[src/rtl/owbm_pkg.sv]
// owbm_pkg: shared types and constants of the one-wire bus master
`default_nettype none
package owbm_pkg;

  localparam int TIMER_WIDTH = 12;
  localparam int REG_WIDTH   = 12;
  localparam int NUM_REGS    = 8;
  localparam int REG_IDX_W   = 3;

  // configuration register indexes
  localparam logic [REG_IDX_W-1:0] REG_RESET_LOW     = 3'd0;
  localparam logic [REG_IDX_W-1:0] REG_PRES_SAMPLE   = 3'd1;
  localparam logic [REG_IDX_W-1:0] REG_PRES_END      = 3'd2;
  localparam logic [REG_IDX_W-1:0] REG_WRITE_LOW     = 3'd3;
  localparam logic [REG_IDX_W-1:0] REG_WRITE_SLOT    = 3'd4;
  localparam logic [REG_IDX_W-1:0] REG_BYTE_GAP      = 3'd5;
  localparam logic [REG_IDX_W-1:0] REG_READ_LOW      = 3'd6;
  localparam logic [REG_IDX_W-1:0] REG_READ_WAIT     = 3'd7;

  // register values after reset
  localparam logic [REG_WIDTH-1:0] RST_RESET_LOW   = 12'd4000;
  localparam logic [REG_WIDTH-1:0] RST_PRES_SAMPLE = 12'd240;
  localparam logic [REG_WIDTH-1:0] RST_PRES_END    = 12'd3920;
  localparam logic [REG_WIDTH-1:0] RST_WRITE_LOW   = 12'd40;
  localparam logic [REG_WIDTH-1:0] RST_WRITE_SLOT  = 12'd680;
  localparam logic [REG_WIDTH-1:0] RST_BYTE_GAP    = 12'd800;
  localparam logic [REG_WIDTH-1:0] RST_READ_LOW    = 12'd16;
  localparam logic [REG_WIDTH-1:0] RST_READ_WAIT   = 12'd120;

  // command codes
  typedef enum logic [1:0] {
    OP_NONE  = 2'd0,
    OP_RESET = 2'd1,
    OP_WRITE = 2'd2,
    OP_READ  = 2'd3
  } op_t;

  // bus sequencer phases
  typedef enum logic [8:0] {
    PH_IDLE      = 9'b000000001,
    PH_RST_LOW   = 9'b000000010,
    PH_RST_WAIT1 = 9'b000000100,
    PH_RST_WAIT2 = 9'b000001000,
    PH_WR_SLOT   = 9'b000010000,
    PH_WR_GAP    = 9'b000100000,
    PH_RD_LOW    = 9'b001000000,
    PH_RD_WAIT   = 9'b010000000,
    PH_RD_REC    = 9'b100000000
  } phase_t;

  // stream widths and result field positions
  localparam int S_DATA_W  = 16;
  localparam int S_USER_W  = 2;
  localparam int M_DATA_W  = 16;
  localparam int M_DROVE   = 0;
  localparam int M_BUSY    = 1;
  localparam int M_DONE    = 2;
  localparam int M_PRES    = 3;
  localparam int M_RXLO    = 4;
  localparam int M_RXHI    = 11;
  localparam int M_REJ     = 12;

  // phase length from a register: zero counts as one tick
  function automatic logic [TIMER_WIDTH:0] span(input logic [REG_WIDTH-1:0] v);
    logic [TIMER_WIDTH:0] r;
    r = (v == '0) ? (TIMER_WIDTH+1)'(1) : (TIMER_WIDTH+1)'(v);
    return r;
  endfunction

endpackage
`default_nettype wire

[src/rtl/one_wire_bus_master.sv]
// one_wire_bus_master: tick-timed 1-wire reset, write byte and read byte sequencer
// a tick transaction is accepted into the input register, then its result is registered
// in the result register; the block takes one tick per cycle while the result side is not stalled
// the sequencer state advances once per tick as it moves into the result stage
// reset (rst, synchronous) empties both stages, returns the sequencer to idle
// and loads the default timing registers
`default_nettype none
module one_wire_bus_master
  import owbm_pkg::*;
(
  input  wire                    clk,
  input  wire                    rst,
  // configuration write port
  input  wire                    cfg_we,
  input  wire [REG_IDX_W-1:0]    cfg_addr,
  input  wire [REG_WIDTH-1:0]    cfg_data,
  // tick input
  input  wire                    s_tvalid,
  output logic                   s_tready,
  input  wire [S_DATA_W-1:0]     s_tdata,  // data_byte[7:0], line_level[8], zero[15:9]
  input  wire [S_USER_W-1:0]     s_tuser,  // op[1:0]
  // tick result
  output logic                   m_tvalid,
  input  wire                    m_tready,
  output logic [M_DATA_W-1:0]    m_tdata   // drive_low[0], busy_res[1], done_res[2],
                                           // presence[3], received_byte[11:4],
                                           // rejected[12], zero[15:13]
);

  logic [REG_WIDTH-1:0] regs [NUM_REGS];

  // input stage
  logic       in_valid;
  op_t        in_op;
  logic [7:0] in_data;
  logic       in_line;

  // sequencer state
  phase_t               phase, phase_next;
  logic [TIMER_WIDTH-1:0] tick_count, tick_count_next;
  logic [2:0]           bit_index, bit_index_next;
  logic [7:0]           shift_byte, shift_byte_next;
  logic                 first_sample_low, first_sample_low_next;
  logic                 presence_flag, presence_flag_next;
  logic [7:0]           rx_byte, rx_byte_next;

  logic drive, busy, done, rej;
  logic advance;

  // stage handshake
  assign advance  = in_valid && (!m_tvalid || m_tready);
  assign s_tready = !in_valid || advance;

  // configuration registers
  always_ff @(posedge clk) begin
    if (rst) begin
      regs[REG_RESET_LOW]   <= RST_RESET_LOW;
      regs[REG_PRES_SAMPLE] <= RST_PRES_SAMPLE;
      regs[REG_PRES_END]    <= RST_PRES_END;
      regs[REG_WRITE_LOW]   <= RST_WRITE_LOW;
      regs[REG_WRITE_SLOT]  <= RST_WRITE_SLOT;
      regs[REG_BYTE_GAP]    <= RST_BYTE_GAP;
      regs[REG_READ_LOW]    <= RST_READ_LOW;
      regs[REG_READ_WAIT]   <= RST_READ_WAIT;
    end else if (cfg_we) begin
      regs[cfg_addr] <= cfg_data;
    end
  end

  // input register
  always_ff @(posedge clk) begin
    if (rst) begin
      in_valid <= 1'b0;
    end else if (s_tready) begin
      in_valid <= s_tvalid;
    end
    if (s_tready && s_tvalid) begin
      in_op   <= op_t'(s_tuser);
      in_data <= s_tdata[7:0];
      in_line <= s_tdata[8];
    end
  end

  // one tick of the sequencer
  always_comb begin
    phase_t               ph;
    logic [TIMER_WIDTH-1:0] tc;
    logic [2:0]           bi;
    logic [7:0]           sb;
    logic [TIMER_WIDTH:0] dur;
    logic                 last;

    ph  = phase;
    tc  = tick_count;
    bi  = bit_index;
    sb  = shift_byte;
    dur = span(regs[REG_READ_WAIT]);
    drive = 1'b0;
    busy  = 1'b0;
    done  = 1'b0;
    rej   = 1'b0;
    first_sample_low_next = first_sample_low;
    presence_flag_next    = presence_flag;
    rx_byte_next          = rx_byte;

    // command start or rejection
    if (phase != PH_IDLE) begin
      rej = (in_op != OP_NONE);
    end else if (in_op != OP_NONE) begin
      tc = '0;
      bi = '0;
      case (in_op)
        OP_RESET: ph = PH_RST_LOW;
        OP_WRITE: begin
          ph = PH_WR_SLOT;
          sb = in_data;
        end
        default: begin
          ph = PH_RD_LOW;
          sb = '0;
        end
      endcase
    end

    phase_next      = ph;
    tick_count_next = tc;
    bit_index_next  = bi;
    shift_byte_next = sb;

    if (ph != PH_IDLE) begin
      busy = 1'b1;
      // phase length and bus drive
      case (ph)
        PH_RST_LOW: begin
          dur   = span(regs[REG_RESET_LOW]);
          drive = 1'b1;
        end
        PH_RST_WAIT1: dur = span(regs[REG_PRES_SAMPLE]);
        PH_RST_WAIT2: dur = span(regs[REG_PRES_END]);
        PH_WR_SLOT: begin
          dur   = span(regs[REG_WRITE_SLOT]);
          drive = !sb[0] || ({1'b0, tc} < span(regs[REG_WRITE_LOW]));
        end
        PH_WR_GAP: dur = span(regs[REG_BYTE_GAP]);
        PH_RD_LOW: begin
          dur   = span(regs[REG_READ_LOW]);
          drive = 1'b1;
        end
        default: dur = span(regs[REG_READ_WAIT]);
      endcase

      last = (({1'b0, tc} + 1'b1) >= dur);
      if (!last) begin
        tick_count_next = tc + 1'b1;
      end else begin
        tick_count_next = '0;
        // phase transitions on the last tick
        case (ph)
          PH_RST_LOW: phase_next = PH_RST_WAIT1;
          PH_RST_WAIT1: begin
            first_sample_low_next = !in_line;
            phase_next            = PH_RST_WAIT2;
          end
          PH_RST_WAIT2: begin
            presence_flag_next = first_sample_low && in_line;
            phase_next         = PH_IDLE;
            bit_index_next     = '0;
            done               = 1'b1;
          end
          PH_WR_SLOT: begin
            shift_byte_next = {1'b0, sb[7:1]};
            if (bi == 3'd7) begin
              bit_index_next = '0;
              if (regs[REG_BYTE_GAP] == '0) begin
                phase_next = PH_IDLE;
                done       = 1'b1;
              end else begin
                phase_next = PH_WR_GAP;
              end
            end else begin
              bit_index_next = bi + 1'b1;
            end
          end
          PH_WR_GAP: begin
            phase_next     = PH_IDLE;
            bit_index_next = '0;
            done           = 1'b1;
          end
          PH_RD_LOW: phase_next = PH_RD_WAIT;
          PH_RD_WAIT: begin
            shift_byte_next = {in_line, sb[7:1]};
            phase_next      = PH_RD_REC;
          end
          default: begin
            if (bi == 3'd7) begin
              rx_byte_next   = sb;
              phase_next     = PH_IDLE;
              bit_index_next = '0;
              done           = 1'b1;
            end else begin
              bit_index_next = bi + 1'b1;
              phase_next     = PH_RD_LOW;
            end
          end
        endcase
      end
    end
  end

  // sequencer state update
  always_ff @(posedge clk) begin
    if (rst) begin
      phase            <= PH_IDLE;
      tick_count       <= '0;
      bit_index        <= '0;
      shift_byte       <= '0;
      first_sample_low <= 1'b0;
      presence_flag    <= 1'b0;
      rx_byte          <= '0;
    end else if (advance) begin
      phase            <= phase_next;
      tick_count       <= tick_count_next;
      bit_index        <= bit_index_next;
      shift_byte       <= shift_byte_next;
      first_sample_low <= first_sample_low_next;
      presence_flag    <= presence_flag_next;
      rx_byte          <= rx_byte_next;
    end
  end

  // result register
  always_ff @(posedge clk) begin
    if (rst) begin
      m_tvalid <= 1'b0;
    end else if (!m_tvalid || m_tready) begin
      m_tvalid <= in_valid;
    end
    if (advance) begin
      m_tdata <= {3'b000, rej, rx_byte_next, presence_flag_next, done, busy, drive};
    end
  end

endmodule
`default_nettype wire

[config.mk]
export PLATFORM = sky130hd
export DESIGN_NAME = one_wire_bus_master
export DESIGN_NICKNAME = d
export VERILOG_FILES = /design/src/rtl/owbm_pkg.sv /design/src/rtl/one_wire_bus_master.sv
export SDC_FILE = /design/constraint.sdc
export NUM_CORES = 1
export LEC_CHECK = 0
export BUFFER_PORTS_ARGS = -buffer_cell sky130_fd_sc_hd__buf_2
export CORE_MARGIN = 2
export CORE_UTILIZATION = 35
export CTS_CLUSTER_SIZE = 28
export DETAILED_ROUTE_END_ITERATION = 7
export PLACE_DENSITY_LB_ADDON = 0.3
export RECOVER_POWER = 25
export REMOVE_ABC_BUFFERS = 1
export SKIP_LAST_GASP = 1
export SLEW_MARGIN = 20
export SYNTH_ARGS = -nofsm -noshare
export SYNTH_HDL_FRONTEND = slang
export SYNTH_SLANG_ARGS = --single-unit
[constraint.sdc]
create_clock -name clk -period 6.6 [get_ports clk]
set_input_delay 0.99 -clock clk [delete_from_list [all_inputs] [get_ports clk]]
set_output_delay 0.99 -clock clk [all_outputs]
set_load 0.005 [all_outputs]
* Word level (Yosys, flattened, before mapping) *
Memory sizes are Yosys's and may differ from the RTL's.
Cells that the tools add are included.

cells by class
  add/subtract/negate cells = 3
  order comparisons = 2
  equality and inequality tests = 12
  multiplexer cells = 56
  reduce and logical (&&, ||, !) cells = 26

operators by type and width
  operator               number
  $mux 12                13
  $logic_not 12->1       8
  $pmux 12 s6            1
  $mux 8                 8
  $pmux 9 s6             1
  $mux 9                 5
  $pmux 8 s2             2
  $mux 3                 6
  $ne 9x1->1 const B     2
  $pmux 7 s2             1
  $add 12x1->13 const B  1
  $ge 13x13->1           1
  $mux 1                 13
  $mux 13                1
  $add 12x1->12 const B  1
  $lt 12x12->1           1
  $reduce_or 12->1       1
  $eq 9x2->1 const B     1
  $eq 9x3->1 const B     1
  $eq 9x4->1 const B     1
  $eq 9x5->1 const B     1
  $eq 9x6->1 const B     1
  $eq 9x7->1 const B     1
  $eq 9x8->1 const B     1
  other kinds (18)       26

storage, ports and cells
  flip-flop bits (word level) = 68
  RAM bits = 96
  input port bits = 38
  memories = 1

memories
  memory  depth  bits a word  rd ports  clocked after memory_dff  wr ports  RTL line                   text
  regs    8      12           8         0                         8         one_wire_bus_master.sv:30  logic [REG_WIDTH-1:0] regs [NUM_REGS];

* Depth between registers and ports, before layout *
  word-level depth = 10
  gate-level depth with buffers = 22

* Worst setup path after synthesis *
Ideal clock, no wire load.

  path kind = reg2reg
  start point = register in_op[0]
  end point = register m_tdata[10], data pin
  setup time = 0.262 ns
  arrival time = 4.450 ns
  slack = 1.888 ns
  cell stages (with the launch flop) = 22
  clock period less this slack = 4.712 ns
  cells stage by stage = edfxtp_1 > inv_1 > ha_1 > nor3_2 > and4_1 > clkbuf_1 > clkbuf_1 > nor2b_1 > ha_1 > nand3_1 > nor3_2 > xnor2_1 > nor2_1 > ha_1 > a21oi_1 > o21ai_0 > a41o_1 > o2111ai_1 > a21oi_1 > and4_1 > buf_4 > mux2_1

between the ends
  longest elaborated chain between the ends = 10
  elaborated cells on any way between the ends = 31

RTL lines
  what                                      RTL line                                                text
  start, declared                           one_wire_bus_master.sv:34                               op_t in_op;
  start signal, assigned                    one_wire_bus_master.sv:78                               in_op <= op_t'(s_tuser);
  $eq 2x2->1 or $eq 2x1->1 (tied branches)  one_wire_bus_master.sv:112                              case (in_op)
  $pmux 7 s2                                one_wire_bus_master.sv:112
  $mux 9                                    one_wire_bus_master.sv:109                              end else if (in_op != OP_NONE) begin
  $mux 9                                    one_wire_bus_master.sv:107                              if (phase != PH_IDLE) begin
  $eq 9x7->1 (tied with other cells)        one_wire_bus_master.sv:133, one_wire_bus_master.sv:158
  $pmux 12 s6                               one_wire_bus_master.sv:133                              case (ph)
  $mux 13                                   one_wire_bus_master.sv:130                              if (ph != PH_IDLE) begin
  $ge 13x13->1                              one_wire_bus_master.sv:152                              last = (({1'b0, tc} + 1'b1) >= dur);
  $mux 8                                    one_wire_bus_master.sv:153                              if (!last) begin
  $mux 8 (*)                                one_wire_bus_master.sv:130
  named net rx_byte_next[6]                 one_wire_bus_master.sv:45                               logic [7:0] rx_byte, rx_byte_next;
  end signal, assigned                      one_wire_bus_master.sv:239                              m_tdata <= {3'b000, rej, rx_byte_next, presence_flag_next, done, busy, drive};
  end, declared                             one_wire_bus_master.sv:25                               output logic [M_DATA_W-1:0] m_tdata

The timed path passes the listed nets; every way through them passes the cells marked *. The select of a mux whose other input is x is not followed.
A chain may end at the register's enable or synchronous reset.

* Final worst setup path *
  start point = register in_op[0]
  end point = register m_tdata[9], data pin

The elaborated chain is that of the path after synthesis.

==> results.md <==
- Drt wl/cell: 19.0 um
- Largest fanout on the critical path: 18
- TritonCTS clock tree: built
- Clock network fraction of design power: a little over two fifths
- ANT nets after route: 0
- Pwr dens: approximately 260 mW/mm2
- # DRC: 1
- Post-Syn Instances: 787
- GRT Residual Overflow: 0
- Cell Int Power: 1.84 mW
- Comb power frac: 9.6%
- Max_slew headroom: -32.0%
- Clk_skew: 11.8 ps
- I/O pins: 56
- Hold_buf cts: 0
- Commonest cells in the synthesized netlist: 120 x edfxtp_1, 74 x and2_1, 46 x nand2_1, 45 x nor2_1, 44 x dfxtp_1
- Synthesized flop and latch total: between 150 and 200
- Critical Path Sink Type: register
- Clock transition at the registers of the reported paths: 60 ps
- Worst Path Required: 6780 ps
- Measured slew at the worst slew-check pin: 1980 ps
- Most used DFF post-synth: edfxtp_1
- Yosys synthesis warning count: 0
- Port bufs: 45
- Setup Viol. Count Final: 0
- Cell Rows: 56
- Diodes inserted: 0
- Worst Path Buf+Inv: 2
- CP top delay family: simple AND/OR/NAND/NOR gates
- Vias in the first global route: between 6000 and 7000
- Final wirelength: 22000 um
- Max-cap viol count: 1
- Design Power: 2.47 mW
- Final hold vios: 0
- Maximum vdd drop: 0.000199 V
- Worst skew pair latency: 440 ps
- Root Buffer: clkbuf_16
- Post-Syn Area: 0.00848 mm2
- Sw Pwr: 631 uW
- Post-synth top area share: approximately 42%
- First-pass GRT wire length: approximately 34000 um
- Max-slew violations: 36
- Area delta synth->final: 13.9%
- Post-CTS setup buffers: 0
- Flop pwr share: 48.1%
- DP Cell Count: 1126
- Synth area leader: edfxtp_1
- Core box area: 0.0236 mm2
- RePlAce Congestion: 0.857
- Avg Cell Area, Syn: about 11 um2
- Initial antenna violation count: 0
- Netlist cell types: 68
- Critical path class: reg2reg
- Share of layout cells above drive strength 1: 12.9%
- # clock sinks: 164
- Critical Path Source Type: register
- Via-to-Cell Ratio: 5.49
- Die Ht: 160 um
- H-Tree Depth: 4
- Max clock buf depth: 2
- Minimum clock period: 5710 ps
- Top achievable clock speed: 175 MHz
- Synth top area cells: edfxtp_1 42%, dfxtp_1 10%, and2_1 5.5%
- Static Leak: 3.51 nW
- GRT Overall Usage: 17.3%
- Sequential-to-total area share from yosys stat: 52.9%
- RSZ-0062 raised after global routing: no
- Synth async-reset ratio: 0%
- Worst path slowest cell: or4b_1
- Violated checks: DRC, capacitance limit, slew limit
- Sw Share: 25.6%
- CP arrival: 5890 ps
- Drt pass-1 iters: 8
- Die W: 160 um
- Count leader, synth: edfxtp_1
- Min-Delay Path Class: reg2reg
- Fin crit share: 86.6%
- Nets: 894
- Status: finished with violations
- Setup TNS: 0 ps
- CP max stage delay: slightly below 800 ps
- Initial Util: 35.9%
- Via Count: ~6400
- Finished Core Util: 40.9%
- Number of synthesized flops with an enable pin: 120
- Hpwl dp: ~16000 um
- Number of CTS-inserted buffers: 17
- Largest net degree at the start of global routing: 36
- Final non-filler cell total: 1158
- Full die area: 0.0255 mm2
- Iteration-0 DRC Markers: 653
- Worst path cell trace: inv_1, ha_1, or4_4, o211ai_2, nor4_2, buf_4, nor3_4, or4b_1, nand3_1, o21ai_0, ha_1, nand2_1, o21ai_0, a41o_1, o2111ai_1, a21oi_1, and4_1, mux2_1
- CTS resizes: 0
==> worst register-to-register path, stage by stage (launching register included) <==
cell and delay, ps:
edfxtp_1 350, inv_1 80, ha_1 260, or4_4 430, o211ai_2 230, nor4_2 60, buf_4 200, nor3_4 260
or4b_1 780, nand3_1 180, o21ai_0 110, ha_1 330, nand2_1 50, o21ai_0 170, a41o_1 230, o2111ai_1 240
a21oi_1 550, and4_1 560, mux2_1 380
==> cell type report <==
| class | instances | area [um2] |
|---|---|---|
| inverter | 30 | 113 |
| sequential | 164 | 4480 |
| fill | 2288 | 13900 |
| timing repair buffer | 63 | 343 |
| clock buffer | 17 | 425 |
| clock inverter | 15 | 194 |
| tap | 319 | 399 |
| multi-input combinational | 550 | 3710 |
==> logic make-up after synthesis <==
group,share of synthesized area (%)
AND/OR/NAND/NOR,23.2
flip-flops,52.9
AO/OA/AOI/OAI,13.5
buffers and inverters,3.64
adder cells (fa/ha/maj),4.42
multiplexers,1.40
XOR/XNOR,0.929
other,0.0442
==> power by group through the flow <==
stage	clock network (mW)	logic, mW	registers, mW
after global routing	1.10	0.262	1.19
final	1.04	0.236	1.19
after floorplan	0	0.140	1.20
after CTS	1.06	0.237	1.19
after detailed placement	0	0.236	1.21
after global placement	0	0.233	1.21
==> flip-flops by register name, summed over array words and instances, names as in the netlist <==
| signal | flops |
|---|---|
| in_data | 8 |
| shift_byte | 8 |
| phase | 9 |
| m_tvalid | 1 |
| presence_flag | 1 |
| bit_index | 3 |
| in_valid | 1 |
| in_op | 2 |
| regs | 96 |
| tick_count | 12 |
| m_tdata | 13 |
| rx_byte | 8 |
| in_line | 1 |
| first_sample_low | 1 |
==> placed cells by master (no fill, tap or decap), drive strengths merged, types with 5 or more instances in the layout <==
cell type and n:
nand2 46, nor4 26, nand2b 18, nor3 24, nor2 45, buf 55
nor4b 6, o21ai 30, a21o 6, mux2 7, nand4 11, o211ai 5
o32ai 7, a31oi 11, nand3 27, or3 21, a222oi 22, clkbuf 25
ha 30, a211oi 10, and4 5, a21oi 35, xnor2 5, clkinv 5
inv 35, nor2b 15, and2 74, dfxtp 44, a22o 9, edfxtp 120
a211o 6
==> stage by stage <==
step | hold WS (ps) | worst slack, ps | area, um2
final | 464 | 887 | 9660
after global routing | 486 | 366 | 9660
after CTS | 469 | 886 | 9680
after detailed placement | 454 | 936 | 9060
after global placement | 451 | 968 | 9060
after floorplan | 430 | 1490 | 8290
==> per-layer routing <==
layer / track usage, % / wire, um / vias to the layer above
met5: 0 / 0 / -
met3: 3.79 / 1270 / 36
met1: 22.2 / 9790 / 3056
met2: 28.8 / 10500 / 200
li1: - / - / 3062
met4: 5.99 / 454 / 0
==> worst paths after layout <==
path | startpoint | end | slack [ps] | cells after the start
min | shift_byte[3] | shift_byte[3] | 460 | 1
max | in_op[0] | m_tdata[9] | 890 | 18
min reg2reg | shift_byte[3] | shift_byte[3] | 460 | 1
max reg2reg | in_op[0] | m_tdata[9] | 890 | 18
Power figures use the tool's default switching activity.
